$ cat src/rtl/core/deq_pkg.sv
`default_nettype none

package deq_pkg;

	// Default sizing
	localparam int unsigned DEPTH_DEF      = 16;
	localparam int unsigned DATA_WIDTH_DEF = 32;

	// Request codes
	localparam logic [1:0] KIND_PUSH_FRONT = 2'd0;
	localparam logic [1:0] KIND_PUSH_BACK  = 2'd1;
	localparam logic [1:0] KIND_POP_FRONT  = 2'd2;
	localparam logic [1:0] KIND_POP_BACK   = 2'd3;

	// Result status codes
	localparam logic [1:0] STATUS_OK    = 2'd0;
	localparam logic [1:0] STATUS_EMPTY = 2'd1;
	localparam logic [1:0] STATUS_FULL  = 2'd2;

	typedef enum logic [1:0] {
		S_IDLE,
		S_EXEC,
		S_READ,
		S_REPLY
	} state_t;

	// Controller to datapath
	typedef struct packed {
		logic load;     // capture the request
		logic exec;     // apply the request to pointers, store and cache
		logic capture;  // take the refill word from the store
	} dp_cmd_t;

	// Datapath to controller
	typedef struct packed {
		logic need_read;  // the request needs a refill read of the store
	} dp_stat_t;

endpackage

`default_nettype wire

$ cat src/rtl/core/deq_ram.sv
`default_nettype none

module deq_ram #(
	parameter int unsigned WIDTH = 32,
	parameter int unsigned DEPTH = 16
) (
	input  wire logic                     clk,
	input  wire logic                     we,
	input  wire logic [$clog2(DEPTH)-1:0] waddr,
	input  wire logic [WIDTH-1:0]         wdata,
	input  wire logic                     re,
	input  wire logic [$clog2(DEPTH)-1:0] raddr,
	output logic      [WIDTH-1:0]         rdata
);

	logic [WIDTH-1:0] mem_q [DEPTH];
	logic [WIDTH-1:0] rdata_q;

	always_ff @(posedge clk) begin
		if (we) begin
			mem_q[waddr] <= wdata;
		end
		if (re) begin
			rdata_q <= mem_q[raddr];
		end
	end

	assign rdata = rdata_q;

endmodule

`default_nettype wire

$ cat src/rtl/core/deq_ctrl.sv
`default_nettype none

module deq_ctrl
	import deq_pkg::*;
(
	input  wire logic     clk,
	input  wire logic     arst_n,
	input  wire logic     start,
	input  wire dp_stat_t stat,
	output dp_cmd_t       cmd,
	output logic          busy,
	output logic          done
);

	state_t state_q;
	state_t state_next;

	always_ff @(posedge clk or negedge arst_n) begin
		if (!arst_n) begin
			state_q <= S_IDLE;
		end else begin
			state_q <= state_next;
		end
	end

	always_comb begin
		state_next = state_q;
		unique case (state_q)
			S_IDLE: begin
				if (start) begin
					state_next = S_EXEC;
				end
			end
			S_EXEC: begin
				state_next = stat.need_read ? S_READ : S_REPLY;
			end
			S_READ: begin
				state_next = S_REPLY;
			end
			S_REPLY: begin
				state_next = S_IDLE;
			end
			default: begin
				state_next = S_IDLE;
			end
		endcase
	end

	always_comb begin
		cmd         = '0;
		busy        = 1'b1;
		done        = 1'b0;
		unique case (state_q)
			S_IDLE: begin
				busy     = 1'b0;
				cmd.load = start;
			end
			S_EXEC: begin
				cmd.exec = 1'b1;
			end
			S_READ: begin
				cmd.capture = 1'b1;
			end
			S_REPLY: begin
				done = 1'b1;
			end
			default: begin
				busy = 1'b1;
			end
		endcase
	end

endmodule

`default_nettype wire

$ cat src/rtl/core/deq_dp.sv
`default_nettype none

module deq_dp
	import deq_pkg::*;
#(
	parameter int unsigned DEPTH      = DEPTH_DEF,
	parameter int unsigned DATA_WIDTH = DATA_WIDTH_DEF
) (
	input  wire logic                           clk,
	input  wire logic                           arst_n,
	input  wire dp_cmd_t                        cmd,
	output dp_stat_t                            stat,
	input  wire logic [1:0]                     kind,
	input  wire logic [DATA_WIDTH-1:0]          push_value,
	output logic      [DATA_WIDTH-1:0]          popped_value,
	output logic      [1:0]                     status,
	output logic      [$clog2(DEPTH+1)-1:0]     entry_count,
	output logic      [DATA_WIDTH-1:0]          front_value,
	output logic      [DATA_WIDTH-1:0]          back_value
);

	localparam int unsigned IW = $clog2(DEPTH);
	localparam int unsigned CW = $clog2(DEPTH + 1);

	function automatic logic [IW-1:0] ring_add(input logic [IW-1:0] base,
			input logic [CW-1:0] off);
		logic [CW:0] sum;
		sum = (CW+1)'(base) + {1'b0, off};
		if (sum >= (CW+1)'(DEPTH)) begin
			sum = sum - (CW+1)'(DEPTH);
		end
		return sum[IW-1:0];
	endfunction

	logic [1:0]            kind_q;
	logic [DATA_WIDTH-1:0] value_q;
	logic [IW-1:0]         head_q;
	logic [CW-1:0]         count_q;
	logic [DATA_WIDTH-1:0] front_q;
	logic [DATA_WIDTH-1:0] back_q;
	logic [DATA_WIDTH-1:0] popped_q;
	logic [1:0]            status_q;

	logic                  is_push;
	logic                  is_empty;
	logic                  is_full;
	logic [IW-1:0]         head_inc;
	logic [IW-1:0]         head_dec;
	logic                  ram_we;
	logic [IW-1:0]         ram_waddr;
	logic                  ram_re;
	logic [IW-1:0]         ram_raddr;
	logic [DATA_WIDTH-1:0] ram_rdata;

	assign is_push  = ~kind_q[1];
	assign is_empty = (count_q == '0);
	assign is_full  = (count_q == CW'(DEPTH));
	assign head_inc = ring_add(head_q, CW'(1));
	assign head_dec = ring_add(head_q, CW'(DEPTH - 1));

	// Refill read only when a pop leaves at least one word behind
	assign stat.need_read = ~is_push & (count_q > CW'(1));

	always_comb begin
		ram_we    = cmd.exec & is_push & ~is_full;
		ram_waddr = (kind_q == KIND_PUSH_FRONT) ? head_dec : ring_add(head_q, count_q);
		ram_re    = cmd.exec & stat.need_read;
		ram_raddr = (kind_q == KIND_POP_FRONT) ? head_inc
			: ring_add(head_q, count_q - CW'(2));
	end

	deq_ram #(
		.WIDTH(DATA_WIDTH),
		.DEPTH(DEPTH)
	) u_store (
		.clk  (clk),
		.we   (ram_we),
		.waddr(ram_waddr),
		.wdata(value_q),
		.re   (ram_re),
		.raddr(ram_raddr),
		.rdata(ram_rdata)
	);

	always_ff @(posedge clk or negedge arst_n) begin
		if (!arst_n) begin
			head_q  <= '0;
			count_q <= '0;
		end else if (cmd.exec) begin
			if (is_push && !is_full) begin
				count_q <= count_q + CW'(1);
				if (kind_q == KIND_PUSH_FRONT) begin
					head_q <= head_dec;
				end
			end else if (!is_push && !is_empty) begin
				count_q <= count_q - CW'(1);
				if (kind_q == KIND_POP_FRONT) begin
					head_q <= head_inc;
				end
			end
		end
	end

	always_ff @(posedge clk) begin
		if (cmd.load) begin
			kind_q  <= kind;
			value_q <= push_value;
		end
		if (cmd.exec) begin
			if (is_push) begin
				popped_q <= '0;
				if (is_full) begin
					status_q <= STATUS_FULL;
				end else if (kind_q == KIND_PUSH_FRONT) begin
					status_q <= STATUS_OK;
					front_q  <= value_q;
					if (is_empty) begin
						back_q <= value_q;
					end
				end else begin
					status_q <= STATUS_OK;
					back_q   <= value_q;
					if (is_empty) begin
						front_q <= value_q;
					end
				end
			end else if (is_empty) begin
				popped_q <= '0;
				status_q <= STATUS_EMPTY;
			end else begin
				popped_q <= (kind_q == KIND_POP_FRONT) ? front_q : back_q;
				status_q <= STATUS_OK;
			end
		end
		if (cmd.capture) begin
			if (kind_q == KIND_POP_FRONT) begin
				front_q <= ram_rdata;
			end else begin
				back_q <= ram_rdata;
			end
		end
	end

	assign popped_value = popped_q;
	assign status       = status_q;
	assign entry_count  = count_q;
	assign front_value  = is_empty ? '0 : front_q;
	assign back_value   = is_empty ? '0 : back_q;

endmodule

`default_nettype wire

$ cat src/rtl/core/double_ended_queue.sv
`default_nettype none

// Bounded double-ended queue of signed words kept in a ring store. Raise start
// with kind and push_value while busy is low; that edge is the input transfer.
// Kinds: push front, push back, pop front, pop back. Exactly one result comes
// back per request, on done for a single cycle: the popped word (zero on a
// push or an error), a status (ok, empty, full), the word count after the
// request and the front and back words after it (zero when the queue is
// empty). The receiver cannot stall, so sample the result ports whenever done
// is high. A push, a rejected push, a pop on an empty queue and a pop that
// empties the queue pass through an execute state and then a reply state, in
// which done is raised; a successful pop that leaves words behind passes
// through a read state between them, since the new front or back word must be
// fetched through the store's registered read port. busy falls in the cycle
// after done, so a new request can transfer only once the last one has
// replied. The front and back words live in cache registers, so popping never
// waits on the store for the word it returns.
module double_ended_queue
	import deq_pkg::*;
#(
	parameter int unsigned DEPTH      = DEPTH_DEF,
	parameter int unsigned DATA_WIDTH = DATA_WIDTH_DEF
) (
	input  wire logic                              clk,
	input  wire logic                              arst_n,
	input  wire logic                              start,
	output logic                                   busy,
	input  wire logic        [1:0]                 kind,
	input  wire logic signed [DATA_WIDTH-1:0]      push_value,
	output logic                                   done,
	output logic signed      [DATA_WIDTH-1:0]      popped_value,
	output logic             [1:0]                 status,
	output logic             [$clog2(DEPTH+1)-1:0] entry_count,
	output logic signed      [DATA_WIDTH-1:0]      front_value,
	output logic signed      [DATA_WIDTH-1:0]      back_value
);

	dp_cmd_t  cmd;
	dp_stat_t stat;

	// Sequence each request: load, execute, optional refill read, reply
	deq_ctrl u_ctrl (
		.clk   (clk),
		.arst_n(arst_n),
		.start (start),
		.stat  (stat),
		.cmd   (cmd),
		.busy  (busy),
		.done  (done)
	);

	// Hold pointers, count, cached end words and the ring store
	deq_dp #(
		.DEPTH     (DEPTH),
		.DATA_WIDTH(DATA_WIDTH)
	) u_dp (
		.clk         (clk),
		.arst_n      (arst_n),
		.cmd         (cmd),
		.stat        (stat),
		.kind        (kind),
		.push_value  (push_value),
		.popped_value(popped_value),
		.status      (status),
		.entry_count (entry_count),
		.front_value (front_value),
		.back_value  (back_value)
	);

endmodule

`default_nettype wire

$ cat config.mk
export PLATFORM = sky130hd
export DESIGN_NAME = double_ended_queue
export DESIGN_NICKNAME = d
export VERILOG_FILES = /design/src/rtl/core/deq_pkg.sv /design/src/rtl/core/deq_ram.sv /design/src/rtl/core/deq_ctrl.sv /design/src/rtl/core/deq_dp.sv /design/src/rtl/core/double_ended_queue.sv
export SDC_FILE = /design/constraint.sdc
export NUM_CORES = 1
export LEC_CHECK = 0
export BUFFER_PORTS_ARGS = -buffer_cell sky130_fd_sc_hd__buf_2
export CELL_PAD_IN_SITES_DETAIL_PLACEMENT = 0
export CELL_PAD_IN_SITES_GLOBAL_PLACEMENT = 1
export CORE_UTILIZATION = 56
export CTS_CLUSTER_DIAMETER = 40
export DETAILED_ROUTE_END_ITERATION = 10
export PLACE_DENSITY_LB_ADDON = 0.1
export SLEW_MARGIN = 40
export SYNTH_ARGS = -nofsm -noshare
export SYNTH_HDL_FRONTEND = slang
export SYNTH_SLANG_ARGS = --single-unit
$ cat constraint.sdc
create_clock -name clk -period 10.95 [get_ports clk]
set_clock_uncertainty 0.15 [all_clocks]
set_input_delay 2.7375 -clock clk [delete_from_list [all_inputs] [get_ports clk]]
set_output_delay 2.7375 -clock clk [all_outputs]
set_load 0.05 [all_outputs]
==> results of run 1 <==
==> flip-flops by register name (all words and copies together), names as in the netlist <==
signal	flops
u_dp.u_store.mem_q	512
u_dp.back_q	32
u_dp.front_q	32
u_dp.popped_value	32
u_dp.u_store.rdata	32
u_dp.value_q	32
u_dp.entry_count	5
u_dp.head_q	4
u_ctrl.state_q	2
u_dp.kind_q	2
u_dp.status	2
==> cell usage after synthesis (all sizes together) <==
cell / count / share of area (%)
a2111oi: 1 / 0.032
a21o: 1 / 0.027
a21oi: 135 / 2.4
a22oi: 128 / 3.5
a31o: 1 / 0.032
a31oi: 2 / 0.045
and2: 4 / 0.090
and3: 5 / 0.11
and4: 1 / 0.032
buf: 72 / 1.7
clkbuf: 33 / 0.46
dfrtp: 11 / 1.0
dfxtp: 64 / 4.6
edfxtp: 612 / 66
fa: 2 / 0.14
ha: 18 / 0.81
inv: 11 / 0.15
mux2: 3 / 0.14
mux2i: 327 / 12
nand2: 138 / 1.9
nand2b: 2 / 0.072
nand3: 1 / 0.018
nand3b: 1 / 0.027
nand4: 3 / 0.068
nor2: 63 / 1.0
nor2b: 68 / 1.5
nor3: 7 / 0.13
nor3b: 3 / 0.099
o21a: 3 / 0.081
o21ai: 43 / 0.79
o22ai: 1 / 0.023
o31ai: 1 / 0.027
or2: 1 / 0.023
or3: 1 / 0.023
or4: 1 / 0.027
xnor2: 9 / 0.28
xor2: 8 / 0.25
==> per-layer routing <==
metal  track usage (%)  vias up  share of wire [%]
met4              9.39        0                2.6
met5                 0        -                  0
met1              35.8     7867                 43
met2              42.7      525                 48
li1                  -     7187                  -
met3              4.83      115                6.3
==> path summary, 6_finish.rpt <==
| path | depth (start not counted) | to | slack, ns | startpoint |
|---|---|---|---|---|
| worst max-delay path | 7 | front_value[14] | 5.10 | u_dp.entry_count[1] |
| worst min-delay path | 2 | u_dp.back_q[28] | 0.33 | u_dp.u_store.rdata[28] |
| worst max register to register | 9 | u_dp.u_store.rdata[15] | 6.62 | u_dp.kind_q[1] |
| worst min register to register | 2 | u_dp.back_q[28] | 0.33 | u_dp.u_store.rdata[28] |
| max in group asynchronous | 1 | u_dp.head_q[3] | 8.58 | arst_n |
| min in group asynchronous | 1 | u_dp.entry_count[2] | 1.81 | arst_n |
==> layout make-up <==
class	instances	area [µm²]
tap	664	831
fill	3464	16300
inverter	11	41.3
clock buffer	103	2410
multi-input combinational	982	7280
sequential	687	19900
timing repair buffer	181	1080
clock inverter	76	960
==> cell families (layout without fill, tap and decap cells) <==
family,Yosys count,after routing
XOR/XNOR,17,17
buffers and inverters,116,371
AO/OA/AOI/OAI,316,316
AND/OR/NAND/NOR,299,299
multiplexers,330,330
flip-flops,687,687
adder cells (fa/ha/maj),20,20
==> per-stage QoR <==
| stage | cell area [µm²] | hold slack (ns) | utilization, % | instances | setup slack [ns] |
|---|---|---|---|---|---|
| after detailed placement | 29100 | 0.318 | 59.7 | 2524 | 5.43 |
| after global placement | 29100 | 0.311 | 59.6 | 2523 | 5.57 |
| after floorplan | 27700 | 0.294 | - | 1785 | 5.55 |
| after global routing | 32500 | 0.354 | 66.6 | 2704 | 4.96 |
| after CTS | 32500 | 0.329 | 66.5 | 2703 | 4.72 |
| final | 32500 | 0.329 | 66.6 | 2704 | 5.10 |
==> tightest hold or removal path, delay by kind of cell, from the launching register on <==
| kind | cells | cell delay, ns |
|---|---|---|
| AND/OR/NAND/NOR | 1 | 0.05 |
| AO/OA/AOI/OAI | 1 | 0.06 |
| flip-flops | 1 | 0.34 |
==> metrics.cfg, run 1 <==
[finish]
drive_gt1_share_pct=18.9
diodes=0
final_common_cell=edfxtp_1
layout_common_cells=edfxtp_1 (612), mux2i_1 (324), buf_2 (141), nand2_1 (137), a21oi_1 (135)
area_growth_pct=17.6
nNetsFinal=2015

[clock_network]
clock_sinks=687
cts.htree.levels=3
clock-root-buffer=clkbuf_16
cts_hold_buffers=0
clk_pin_slew_ns=0.05
ctsLongestPathBuffers=3
post_cts_buffers=0
clk_latency_ns=0.66
numCtsBuffers=95
ctsResizeCount=0
cts_tree=built

[worst_setup_path]
cp-end-kind=output port
cpMaxStageDelayCell=buf_4
cp_max_fo=41
cp_cell_sequence=inv_1, ha_1, nand2_1, nor2_4, buf_4, nor2b_1, buf_2
max_stage_delay_ns=0.50
path_delay_family=buffers and inverters
cp-start-kind=flip-flop
required_ns=8.06
cp_num_buf_inv=3
criticalPathCategory=flip-flop to output port
arrival_ns=2.96

[logic_synthesis]
synth-xor-area-share_pct=0.538
synth-seq-area-share_pct=72.1
ys_types=51
netlist_area_um2=27700
synth_compound_area_share_pct=6.97
synth_fp_nets=1842
synthMuxAreaShare_pct=12.1
synth-simple-area-share_pct=5.14
postSynthAreaPerCell_um2=15.5
syn_inst=1785
synth_top_family_by_area=multiplexers
ys_seq_elements=687
yosysWarningCount=0
synthAdderAreaFrac_pct=0.959

[grt]
grt_max_degree=83
first_global_vias=15200
antenna_found_initial=1
track_usage_pct=26.3
grt_overflow=0
grt_pass1_wl_mm=96.3

[route]
wl_per_cell_um=24.3
viasPerCell=5.80
route.vias.total=15700
dr.pass1.iters=5
wl_mm=65.6
drc=0
initialDrtViolationCount=1539
antenna_left=0

[floorplanning]
initial_core_util_pct=56.6
die_x_um=224
coreArea_um2=48800
num_io_pins=142
rows=81
design.die.area_um2=50300
fp.dieH_um=224

[timing]
tns_ns=0
period_share_pct=53.4
fmax_ghz=0.171
hold_viol=0
maxSlewViolCount=0
relSlewSlack_pct=44.2
fin_crit_ns=5.85
worst_slew_pin_slew_ns=0.831
setup_violations=0
rsz0062_at_grt=false

[job]
maxCapViolCount=0

[place]
numPortBuffers=141
dp_hpwl_mm=32.9
gp_congestion=0.778

[worst_hold_path]
hold_class=flip-flop to flip-flop

[outcome]
status=complete, no violations

Power of run 1 is not shown: default switching activity piles up to over one toggle a cycle in this logic, so the estimate is an artifact.
==> run 2, diff against run 1 <==
CORE_UTILIZATION = 47   (was 56)
clock period = 5.04 ns   (was 10.95 ns; I/O delays follow)
==> run 2 against run 1 <==
Utilization fell by 9.3 points. Register-to-register slack got worse by 5.3 ns. Global-route usage fell by 3.2 points. Cell count rose by 5.2%. Via count rose by 0.67%. Hold slack barely moved. Highest routed layer unchanged.
==> metrics.cfg, run 2 (synthesis gave the netlist of run 1 again) <==
[outcome]
status=complete, no violations

[grt]
antenna_found_initial=1
first_global_vias=15800
grt_max_degree=65
track_usage_pct=23.1
grt_pass1_wl_mm=102
grt_overflow=0

[timing]
fin_crit_ns=4.30
period_share_pct=85.3
setup_violations=0
worst_slew_pin_slew_ns=0.850
relSlewSlack_pct=43.3
rsz0062_at_grt=false
hold_viol=0
maxSlewViolCount=0
fmax_ghz=0.233
tns_ns=0

[floorplanning]
design.die.area_um2=59800
coreArea_um2=57900
rows=88
num_io_pins=142
die_x_um=245
initial_core_util_pct=47.8
fp.dieH_um=245

[place]
gp_congestion=0.748
numPortBuffers=141
dp_hpwl_mm=39.2

[worst_setup_path]
arrival_ns=2.89
crit_start=u_dp.entry_count[1]
cpMaxStageDelayCell=dfrtp_1
r2r-start=u_dp.entry_count[1]
path_delay_family=buffers and inverters
cp-end-kind=output port
max_stage_delay_ns=0.47
required_ns=3.63
criticalPathCategory=flip-flop to output port
cp_cell_sequence=inv_1, ha_1, nand2_1, nor2_4, buf_4, nor2b_1, buf_2
cp-start-kind=flip-flop
cp_max_fo=38
cp_num_buf_inv=3

[clock_network]
clk_latency_ns=0.66
numCtsBuffers=105
cts_hold_buffers=0
cts.htree.levels=3
clock_sinks=687
clk_pin_slew_ns=0.05
clock-root-buffer=clkbuf_16
ctsResizeCount=0
cts_tree=built
post_cts_buffers=0
ctsLongestPathBuffers=3

[route]
antenna_left=0
route.vias.total=15800
viasPerCell=5.55
wl_per_cell_um=24.1
dr.pass1.iters=5
drc=0
initialDrtViolationCount=1302
wl_mm=68.4

[finish]
diodes=0
area_growth_pct=19.9
layout_common_cells=edfxtp_1 (612), mux2i_1 (324), buf_2 (141), nand2_1 (137), a21oi_1 (135)
drive_gt1_share_pct=20.7
regMostFlops=u_dp.u_store.mem_q
nNetsFinal=2044
final_common_cell=edfxtp_1
largest_register_ffs=512

[worst_hold_path]
hold_class=primary input to asynchronous set/reset pin

[job]
maxCapViolCount=0

==> run 2: cell types whose count changed in the layout (fill, tap and decap cells not counted), sizes merged <==
cell      previous run  this run
buf                181       200
bufinv              12         9
clkbuf             103       126
clkinvlp            11        10
inv                 32        34
==> run 2: metal layers <==
layer  part of all wire [%]  track usage [%]
met1                     45             32.3
met2                     48             37.5
met3                    4.9             3.55
met4                    2.1             6.80
met5                      0                0
==> run 2: layout make-up <==
| cell class | count | area, µm² |
|---|---|---|
| well taps | 765 | 957 |
| flip-flops and latches | 687 | 19900 |
| repair buffers | 200 | 1280 |
| clock inverters | 74 | 811 |
| inverters | 11 | 41.3 |
| multi-input cells | 982 | 7280 |
| fillers | 4590 | 24800 |
| clock buffers | 126 | 2860 |
==> run 2: path summary, 6_finish.rpt <==
path,slack (ns),depth (start not counted),to
setup / recovery,0.74,7,back_value[19]
hold / removal,0.33,1,u_dp.head_q[0]
setup reg to reg,1.30,10,u_dp.u_store.rdata[25]
hold reg to reg,0.33,2,u_dp.back_q[28]
max in group asynchronous,4.18,1,u_dp.entry_count[4]
min in group clk,0.33,2,u_dp.back_q[28]
==> run 2: through the flow <==
step           worst slack, ns  hold slack, ns  utilization [%]  std cells  instance area (µm²)
6_report                 0.741           0.328             57.3       2845                33200
4_1_cts                  0.710           0.316             57.3       2845                33200
5_1_grt                  0.572           0.325             57.3       2845                33200
3_5_place_dp              1.32           0.318             50.9       2645                29500
3_3_place_gp              1.08           0.310             50.8       2641                29400
2_1_floorplan            0.880           0.294                -       1785                27700
Power of run 2 is left out for the same reason.
==> run 3, diff against run 2 <==
clock period = 3.6 ns   (was 5.04 ns; I/O delays follow)
==> run 3 against run 2 <==
Hold slack got worse by 0.043 ns. Critical path depth increased by 1. Die area stayed put. First-iteration DRC count decreased by 1.5%. Global-route usage is 0.069 points lower. Flip-flop and latch count unchanged. Count of clock-buffer cells in the layout decreased by 15. Setup slack got worse by 0.64 ns. Register-to-register slack worse by 1.0 ns. Via count fell by 0.59%. Sequential share of layout area grew 0.11 points. Critical endpoint is now back_value[13].
==> metrics.cfg, run 3 (synthesis gave the netlist of run 1 again) <==
[route]
wl_mm=68.6
dr.pass1.iters=8
antenna_left=0
drc=0
wl_per_cell_um=24.1
route.vias.total=15700
initialDrtViolationCount=1282
viasPerCell=5.52

[timing]
setup_violations=0
period_share_pct=97.1
hold_viol=0
worst_slew_pin_slew_ns=0.839
fmax_ghz=0.286
rsz0062_at_grt=false
relSlewSlack_pct=43.9
maxSlewViolCount=0
fin_crit_ns=3.50

[grt]
first_global_vias=15600
grt_pass1_wl_mm=101
grt_max_degree=69
grt_overflow=0
track_usage_pct=23.1
antenna_found_initial=1

[floorplanning]
coreArea_um2=57900
rows=88
die_x_um=245
initial_core_util_pct=47.8
num_io_pins=142
fp.dieH_um=245
design.die.area_um2=59800

[place]
place_area_um2=29900
gp_congestion=0.780
numPortBuffers=141
dp_hpwl_mm=41.7

[clock_network]
clk_latency_ns=0.63
cts.htree.levels=3
clock-root-buffer=clkbuf_16
cts_tree=built
clock_sinks=687
clk_pin_slew_ns=0.05
ctsLongestPathBuffers=3
numCtsBuffers=97
post_cts_buffers=0

[finish]
final_common_cell=edfxtp_1
num-fill-cells=4574
diodes=0
finalInstanceArea_um2=33100
layout_common_cells=edfxtp_1 (612), mux2i_1 (324), buf_2 (140), nand2_1 (137), a21oi_1 (135)
area_growth_pct=19.7
multiInputGateArea_um2=7280
nNetsFinal=2056
largest_register_ffs=512
regMostFlops=u_dp.u_store.mem_q
seqCellArea_um2=19900
drive_gt1_share_pct=20.4

[worst_setup_path]
cp-end-kind=output port
cpMaxStageDelayCell=dfrtp_1
cp_max_fo=28
criticalPathCategory=flip-flop to output port
arrival_ns=2.45
cp-start-kind=flip-flop
max_stage_delay_ns=0.38
cp_cell_sequence=buf_4, inv_1, ha_1, nand2_1, nor2_4, buf_12, nor2b_1, buf_2
required_ns=2.55

[job]
maxCapViolCount=0

[worst_hold_path]
hold_class=primary input to flip-flop

[outcome]
status=complete, no violations

## run 3: final cells by class
class,count,area share (%)
flip-flops and latches,687,60.2
clock inverters,68,1.95
repair buffers,220,5.11
clock buffers,111,7.71
multi-input cells,982,22.0
inverters,11,0.125
well taps,765,2.89
## run 3: critical path: cells and delay by family (launching register included)
| kind | cells | cell delay, ns |
|---|---|---|
| buf+inv | 4 | 0.71 |
| simple gates | 3 | 0.48 |
| flops | 1 | 0.38 |
| fa+ha+maj | 1 | 0.22 |
## run 3: final timing paths
kind / start / cells after the start / endpoint / slack, ns
min in group asynchronous: arst_n / 2 / u_dp.entry_count[1] / 0.54
max in group asynchronous: arst_n / 2 / u_dp.entry_count[1] / 2.53
setup reg to reg: u_dp.entry_count[2] / 11 / u_dp.u_store.rdata[24] / 0.27
setup / recovery: u_dp.entry_count[0] / 8 / back_value[13] / 0.10
hold reg to reg: u_dp.u_store.rdata[23] / 2 / u_dp.back_q[23] / 0.33
hold / removal: push_value[7] / 1 / u_dp.value_q[7] / 0.29
## run 3: per-stage QoR
stage | hold WS (ns) | setup WS (ns) | std cells | TNS [ns] | utilization [%]
after floorplan | 0.294 | -0.392 | 1785 | -118.39 | -
after global placement | 0.328 | 0.314 | 2664 | 0 | 51.6
after detailed placement | 0.335 | 0.232 | 2664 | 0 | 51.6
after CTS | 0.252 | 0.0255 | 2844 | 0 | 57.2
after global routing | 0.261 | 0.00131 | 2844 | 0 | 57.2
final | 0.285 | 0.104 | 2844 | 0 | 57.2
## run 3: timing repair
action                     in CTS  in global routing
setup endpoints to repair      40                 39
hold buffers                    1                  0
resized for setup               4                  2
hold endpoints to repair       11                  0
pin swaps                       0                  0
cloned                          0                  0
## run 3: routing by layer
| metal | track usage, % | vias to the layer above | wire, µm |
|---|---|---|---|
| met2 | 36.9 | 439 | 32500 |
| met5 | 0 | - | 0 |
| met4 | 7.21 | 0 | 1660 |
| li1 | - | 7253 | - |
| met3 | 3.32 | 113 | 3480 |
| met1 | 32.6 | 7901 | 31000 |
Power of run 3 is left out for the same reason.
